<file path="src/design/bpc_pkg.sv">
// Shared types and constants for the barometric compensation block.
// Used by bpc_pipe_ctl and baro_pressure_temperature_compensation; no dependencies.
package bpc_pkg;

    localparam int PipeDepth = 11;
    localparam int CfgIndexW = 3;
    localparam int CoeffW    = 16;
    localparam int RawW      = 24;
    localparam int TempW     = 15;
    localparam int PresW     = 17;

    // configuration register indexes
    localparam logic [CfgIndexW-1:0] RegPresSens   = 3'd0;
    localparam logic [CfgIndexW-1:0] RegPresOffset = 3'd1;
    localparam logic [CfgIndexW-1:0] RegSensTemp   = 3'd2;
    localparam logic [CfgIndexW-1:0] RegOffsetTemp = 3'd3;
    localparam logic [CfgIndexW-1:0] RegRefTemp    = 3'd4;
    localparam logic [CfgIndexW-1:0] RegTempSens   = 3'd5;

    localparam logic signed [19:0] TempRef      = 20'sd2000;
    localparam logic signed [19:0] TempVlowBias = 20'sd3500;
    localparam logic signed [20:0] TempLow      = -21'sd4000;
    localparam logic signed [20:0] TempHigh     = 21'sd8500;
    localparam logic signed [32:0] PresLow      = 33'sd1000;
    localparam logic signed [32:0] PresHigh     = 33'sd120000;

    typedef struct packed {
        logic [PipeDepth-1:0] ce;
        logic [PipeDepth-1:0] valid;
    } pipe_ctl_t;

endpackage

</file>
<file path="src/design/bpc_pipe_ctl.sv">
// Valid and load-enable chain for the compensation pipeline.
// Depends on bpc_pkg (PipeDepth, pipe_ctl_t).
module bpc_pipe_ctl
    import bpc_pkg::*;
(
    input  logic      aclk,
    input  logic      aresetn,
    input  logic      in_valid,
    output logic      in_ready,
    input  logic      out_ready,
    output pipe_ctl_t ctl
);

    logic [PipeDepth-1:0] valid_reg;
    logic [PipeDepth-1:0] valid_next;
    logic [PipeDepth-1:0] ce;

    // a stage loads when it is empty or its successor loads
    always_comb begin
        ce[PipeDepth-1] = !valid_reg[PipeDepth-1] || out_ready;
        for (int i = PipeDepth - 2; i >= 0; i--) begin
            ce[i] = !valid_reg[i] || ce[i+1];
        end
    end

    always_comb begin
        valid_next[0] = ce[0] ? in_valid : valid_reg[0];
        for (int i = 1; i < PipeDepth; i++) begin
            valid_next[i] = ce[i] ? valid_reg[i-1] : valid_reg[i];
        end
    end

    always_ff @(posedge aclk) begin
        if (!aresetn) begin
            valid_reg <= '0;
        end else begin
            valid_reg <= valid_next;
        end
    end

    assign in_ready  = ce[0];
    assign ctl.ce    = ce;
    assign ctl.valid = valid_reg;

endmodule

</file>
<file path="config.mk">
export PLATFORM = sky130hd
export DESIGN_NAME = bpc_pipe_ctl
export DESIGN_NICKNAME = d
export VERILOG_FILES = /design/src/design/bpc_pkg.sv /design/src/design/bpc_pipe_ctl.sv
export SDC_FILE = /design/constraint.sdc
export NUM_CORES = 1
export LEC_CHECK = 0
export BUFFER_PORTS_ARGS = -buffer_cell sky130_fd_sc_hd__buf_4
export CAP_MARGIN = 20
export CORE_AREA = 5 5 42 44
export CTS_CLUSTER_SIZE = 40
export DETAILED_ROUTE_END_ITERATION = 7
export DIE_AREA = 0 0 47 49
export GPL_TIMING_DRIVEN = 1
export PLACE_DENSITY = 0.67
export SYNTH_ARGS = -nofsm -noshare
export SYNTH_HDL_FRONTEND = slang
export SYNTH_SLANG_ARGS = --single-unit
</file>
<file path="constraint.sdc">
create_clock -name aclk -period 1.51 [get_ports aclk]
set_input_delay 0.302 -clock aclk [delete_from_list [all_inputs] [get_ports aclk]]
set_output_delay 0.302 -clock aclk [all_outputs]
set_load 0.02 [all_outputs]
</file>
==> metrics.md, run 1 <==
| Metric | Value |
|---|---|
| Status | `complete, but fails checks` |
| Failing checks | `negative setup slack` |
| Mapped Nets | `54` |
| Post-synth EDFFs | `0` |
| R2r worst-path depth | `8` |
| R2r endpoint | `valid_reg[2]` |
| Max Freq | `602 MHz` |
| Endpoints failing setup | `8` |
| Max-Cap Viols | `0` |
| Hold depth | `2` |
| Die area | `2300 um^2` |
| Pwr dens | `602 nW/um^2` |
| Yosys Warn Count | `0` |
| CP Depth | `5` |
| Post-synthesis async set-or-reset flop share | `0%` |
| Worst path slowest cell | `dfxtp_2` |
| Synthesized instance count | `50` |
| Register Area | `224 um^2` |
| DIE WIDTH | `47 um` |
| Crit Path Category | `flop to primary output` |
| Register area share after synthesis | `45.8%` |
| Max_slew headroom | `86.9%` |
| Final ANT Viol Nets | `0` |
| Worst Hold End | `valid_reg[0]` |
| DR vias/cell | `4.87` |
| HP Start | `in_valid` |
| Max stage delay on crit path | `330 ps` |
| Largest net degree at the start of global routing | `15` |
| DRC viols | `0` |
| Crit path buffers/inverters | `2` |
| Tot GR Track Use | `12.6%` |
| Minimum clock period | `1660 ps` |
| Routed len/inst | `12.4 um` |
| FF+latch count, synth | `11` |
| Total gr overflow | `0` |
| Clock Pin Slew Worst Setup and Hold Paths | `70 ps` |
| R2R Path Start | `valid_reg[8]` |
| Crit path DAT | `1360 ps` |
| DIE HEIGHT | `49 um` |
| Final hold vios | `0` |
| Crit share post-route | `110%` |
| Dpl hpwl | `962 um` |
| Setup WS post-layout | `-152 ps` |
| Clk_lat worst skew | `260 ps` |
| Top FF cell, synth | `dfxtp_1` |
| Pleak | `0.000400 uW` |
| Fillers | `127` |
| Worst-path fanout max | `6` |
| Pwr Total | `529 uW` |
| CTS tree | `yes` |
| Synth cell types | `24` |
| Initial DRC count | `8` |
| Crit path cell chain | `and4b_2 -> inv_4 -> nor2_8 -> nand4_1 -> buf_6` |
| Multi-input logic area | `243 um^2` |
| CTS buffer count | `3` |
| Clk root buf | `clkbuf_4` |
| Initial antenna violation count | `0` |
| PortBufs | `26` |
| CP top delay family | `simple AND/OR/NAND/NOR gates` |
| # rows | `14` |
| Synth Cell Area | `480 um^2` |
| Final WL | `1340 um` |
| CTS Buffer Depth | `2` |
| Worst-Margin Slew | `196 ps` |
| Mean post-synth cell area | `9.61 um^2` |
| GP Congestion | `0.698` |
| Fraction of layout cells with a size suffix above 1 | `62.0%` |
| Pre-CTS setup slack | `6.40 ps` |
| HP Class | `input pin to flop` |
| Core Area | `1400 um^2` |
| Ports | `27` |
| R2r setup slk | `120 ps` |
| RSZ-0062 raised after global routing | `true` |
| Startpoint types | `flop` |
| Final Max Slew Viols | `0` |
| Vias in the first global route | `508` |
| Critical path capture point type | `primary output` |
| VDD IR-drop max | `0.000478 V` |
| Area Growth Syn to Fin | `82.8%` |
| Global-route wire length before repair | `2140 um` |
| Initial Util | `34.3%` |
| Final #Nets | `97` |
| DR pass1 iterations | `4` |
| CTS Sinks | `11` |
| # diodes | `0` |
| H-tree depth | `1` |
| Most frequent cells in the layout | `buf_4, buf_6, dfxtp_1` |
| Routed vias | `526` |
| Max reg flops | `11` |
| WP data required | `1210 ps` |
| Fin Clk Skew | `7.23 ps` |
| Commonest non-fill, non-tap cell in the layout | `buf_4` |
==> where the power goes <==
part | internal (uW) | switching, uW
clock | 102 | 95.3
combinational | 17.7 | 15.5
sequential | 294 | 4.29
==> routing by layer <==
metal | global-route usage (%) | vias up | wire length, um
li1 | - | 257 | -
met1 | 16.4 | 242 | 518
met2 | 17.9 | 25 | 691
met3 | 3.69 | 2 | 117
met4 | 6.91 | 0 | 10
met5 | 0 | - | 0
==> worst max-delay path by stage <==
| stage | startpoint | endpoint | slack [ps] |
|---|---|---|---|
| global route | valid_reg[8] | ctl[13] | -230 |
| CTS | valid_reg[10] | ctl[13] | -160 |
| finish | valid_reg[8] | ctl[13] | -150 |
| global placement | out_ready | ctl[15] | 10 |
| detailed placement | out_ready | ctl[13] | 6 |
| floorplan | valid_reg[8] | ctl[11] | 8 |
==> worst reg2reg max path, delay by kind of cell, from the launching register on <==
kind | cells | cell delay [ps]
AOI/OAI and AO/OA | 1 | 110
buffers and inverters | 5 | 480
and+or+nand+nor | 2 | 390
DFF | 1 | 330
==> per-stage QoR <==
step / TNS, ps / instance area [um^2] / util, % / hold slack (ps) / cells
after floorplan: 0 / 505 / - / 428 / 50
after global placement: 0 / 766 / 54.6 / 451 / 98
after detailed placement: 0 / 766 / 54.6 / 449 / 98
after CTS: -964 / 845 / 60.3 / 250 / 106
after global routing: -1410 / 878 / 62.7 / 250 / 108
final: -749 / 878 / 62.7 / 259 / 108
==> cell usage after synthesis (2+ instances only) <==
cell type  instances  share of area [%]
o21ai_2            2                3.6
inv_4              2                2.6
nand3_1            5                5.2
dfxtp_1           11                 46
nand2_1            4                3.1
o21a_1             2                3.1
inv_1              5                3.9
nand4_1            2                2.6
a21boi_1           2                3.1
==> kinds of logic after synthesis <==
kind of cell	after synthesis	share of synthesized area, %
flops	11	45.8
compound gates	11	18.7
buf+inv	9	8.85
simple gates	19	26.6
==> area by class of cell <==
class / instances / area share, %
clock buffer: 4 / 2.99
inverter: 7 / 3.56
multi-input combinational: 30 / 27.6
sequential: 11 / 25.5
tap: 16 / 2.28
timing repair buffer: 40 / 38.0
==> what timing repair did <==
item                       4_1_cts  5_1_grt
cloned                           0        0
buffers inserted                 4        2
hold buffers                     0        0
resized for setup                6        4
setup endpoints to repair       10       11
pin swaps                        3        4
Power figures use the tool's default switching activity.
==> run 2: changes to the inputs <==
--- a/config.mk
+++ b/config.mk
@@ -7,10 +7,10 @@
 export LEC_CHECK = 0
 export BUFFER_PORTS_ARGS = -buffer_cell sky130_fd_sc_hd__buf_4
 export CAP_MARGIN = 20
-export CORE_AREA = 5 5 42 44
+export CORE_AREA = 4 4 41 43
 export CTS_CLUSTER_SIZE = 40
 export DETAILED_ROUTE_END_ITERATION = 7
-export DIE_AREA = 0 0 47 49
+export DIE_AREA = 0 0 45 47
 export GPL_TIMING_DRIVEN = 1
 export PLACE_DENSITY = 0.67
 export SYNTH_ARGS = -nofsm -noshare
==> run 2 against run 1 <==
The run still ends with negative setup slack left. First-iteration DRC count up 75%. Hold slack worse by 10 ps. Clock skew down 6.4 ps. Register-to-register slack better by 190 ps. Critical path type unchanged.
==> metrics.md, run 2 (synthesized netlist as in run 1, its figures left out) <==
| Metric | Value |
|---|---|
| Setup WS post-layout | `-172 ps (-19.5 ps)` |
| Final hold slack | `249 ps (-10.2 ps)` |
| CTS Sinks | `11 (unchanged)` |
| Hold depth | `2 (unchanged)` |
| Final WL | `1380 um (+3.0%)` |
| Ports | `27 (unchanged)` |
| Startpoint types | `flop` |
| Routed len/inst | `12.8 um (+3.0%)` |
| Area Growth Syn to Fin | `87.8%` |
| Worst Hold End | `valid_reg[0]` |
| Max stage delay on crit path | `330 ps (about the same)` |
| HP Class | `input pin to flop` |
| Fin Clk Skew | `0.851 ps (-6.38 ps)` |
| Die area | `2120 um^2 (-8.2%)` |
| Tot GR Track Use | `14.2% (+1.6 points)` |
| Clk root buf | `clkbuf_4` |
| WP data required | `1210 ps (about the same)` |
| Final #Nets | `98 (+1.0%)` |
| DR pass1 iterations | `4 (unchanged)` |
| DR vias/cell | `4.75 (-2.5%)` |
| Vias in the first global route | `486 (-4.3%)` |
| Initial Util | `36.9% (+2.6 points)` |
| Final hold vios | `0 (unchanged)` |
| HP Start | `in_valid` |
| Clock Pin Slew Worst Setup and Hold Paths | `70 ps (about the same)` |
| Fin util | `69.3% (+6.6 points)` |
| Worst path slowest cell | `dfxtp_2` |
| VDD IR-drop max | `0.000421 V (-12%)` |
| Failing checks | `negative setup slack` |
| Endpoints failing setup | `9 (+1)` |
| # diodes | `0 (unchanged)` |
| H-tree depth | `1 (unchanged)` |
| # rows | `13 (-1)` |
| Most frequent cells in the layout | `buf_4, buf_6, dfxtp_1` |
| Crit Path Category | `flop to primary output` |
| Inst Count DP | `96 (-2.0%)` |
| Fraction of layout cells with a size suffix above 1 | `62.4% (+0.41 points)` |
| Max_slew headroom | `85.1% (-1.8 points)` |
| Minimum clock period | `1680 ps (+19.5 ps)` |
| Max-Cap Viols | `0 (unchanged)` |
| Clk_lat worst skew | `260 ps (about the same)` |
| Core Area | `1300 um^2 (-7.1%)` |
| R2r endpoint | `valid_reg[4]` |
| R2r setup slk | `310 ps (+190 ps)` |
| CTS buffer count | `3 (unchanged)` |
| DIE WIDTH | `45 um (-4.3%)` |
| Crit path cell chain | `and4b_2 -> inv_4 -> buf_4 -> nor3_4 -> inv_1 -> buf_6` |
| Worst-Margin Slew | `224 ps (+27.2 ps)` |
| DRC viols | `0 (unchanged)` |
| Dpl hpwl | `944 um (-1.9%)` |
| RSZ-0062 raised after global routing | `true` |
| R2r worst-path depth | `6 (-2)` |
| Crit share post-route | `111% (+1.3 points)` |
| Cts hold-fix bufs | `0 (unchanged)` |
| Initial DRC count | `14 (+6)` |
| CTS tree | `yes` |
| Critical path capture point type | `primary output` |
| DIE HEIGHT | `47 um (-4.1%)` |
| Cell Count, Final, Fillers Out | `108 (unchanged)` |
| CTS Buffer Depth | `2 (unchanged)` |
| Status | `complete, but fails checks` |
| Commonest non-fill, non-tap cell in the layout | `buf_4` |
| Pwr Total | `528 uW (-0.14%)` |
| Pleak | `0.000422 uW (+5.6%)` |
| Global-route wire length before repair | `2190 um (+2.2%)` |
| Routed vias | `513 (-2.5%)` |
| Worst-path fanout max | `3 (-3)` |
| GP Congestion | `0.734 (+5.2%)` |
| Pwr dens | `586 nW/um^2 (-2.8%)` |
| Largest net degree at the start of global routing | `15 (unchanged)` |
| Total gr overflow | `0 (unchanged)` |
| PortBufs | `26 (unchanged)` |
| Crit path DAT | `1380 ps (+20 ps)` |
| Max Freq | `595 MHz (-1.2%)` |
| Final ANT Viol Nets | `0 (unchanged)` |
| R2R Path Start | `valid_reg[8]` |
| Final Max Slew Viols | `0 (unchanged)` |
| Max reg flops | `11 (unchanged)` |
| Initial antenna violation count | `0 (unchanged)` |
==> run 2: cell count changes in the layout (fill, tap and decap cells not counted), sizes merged <==
cell / change
buf: +1
==> run 2: through the flow <==
step | setup TNS [ps] | worst slack (ps) | cell area [um^2]
6_report | -849 | -172 | 902
5_1_grt | -1540 | -249 | 902
4_1_cts | -914 | -185 | 840
3_5_place_dp | -26.5 | -26.5 | 757
3_3_place_gp | 0 | 6.54 | 757
2_1_floorplan | 0 | 7.59 | 505
==> run 2: area by class of cell <==
class / instances / area (um^2)
fill: 113 / 399
timing repair buffer: 41 / 345
multi-input combinational: 30 / 256
sequential: 11 / 224
inverter: 7 / 31.3
clock buffer: 4 / 26.3
tap: 15 / 18.8
==> run 2: metal layers <==
metal  up-vias  GRT usage (%)  share of wire [%]
met3         4           4.21                7.8
met5         -              0                  0
met2        21           20.6                 47
met4         0           7.02                1.5
li1        257              -                  -
met1       231           19.0                 43
==> run 2: power by group <==
| group | switching, uW | total, uW | internal [uW] |
|---|---|---|---|
| clock network | 92.8 | 195 | 102 |
| registers | 4.13 | 298 | 294 |
| logic | 16.8 | 35.2 | 18.4 |
==> run 2: worst max-delay path by stage <==
stage,start,endpoint,slack [ps],cells after the start
after floorplan,valid_reg[8],ctl[11],8,5
after global placement,out_ready,ctl[13],7,6
after detailed placement,out_ready,ctl[13],-30,6
after CTS,valid_reg[10],ctl[13],-180,5
after global routing,valid_reg[8],ctl[15],-250,6
final,valid_reg[8],ctl[15],-170,6
==> run 2: what timing repair did <==
item | 4_1_cts | 5_1_grt
gates resized for setup | 7 | 6
pin swaps | 4 | 5
endpoints found under the setup margin | 10 | 11
setup buffers | 4 | 4
==> run 2: critical path, delay by kind of cell (launching register included) <==
| family | cells | cell delay (ps) |
|---|---|---|
| simple gates | 2 | 390 |
| flops | 1 | 330 |
| buf+inv | 4 | 400 |
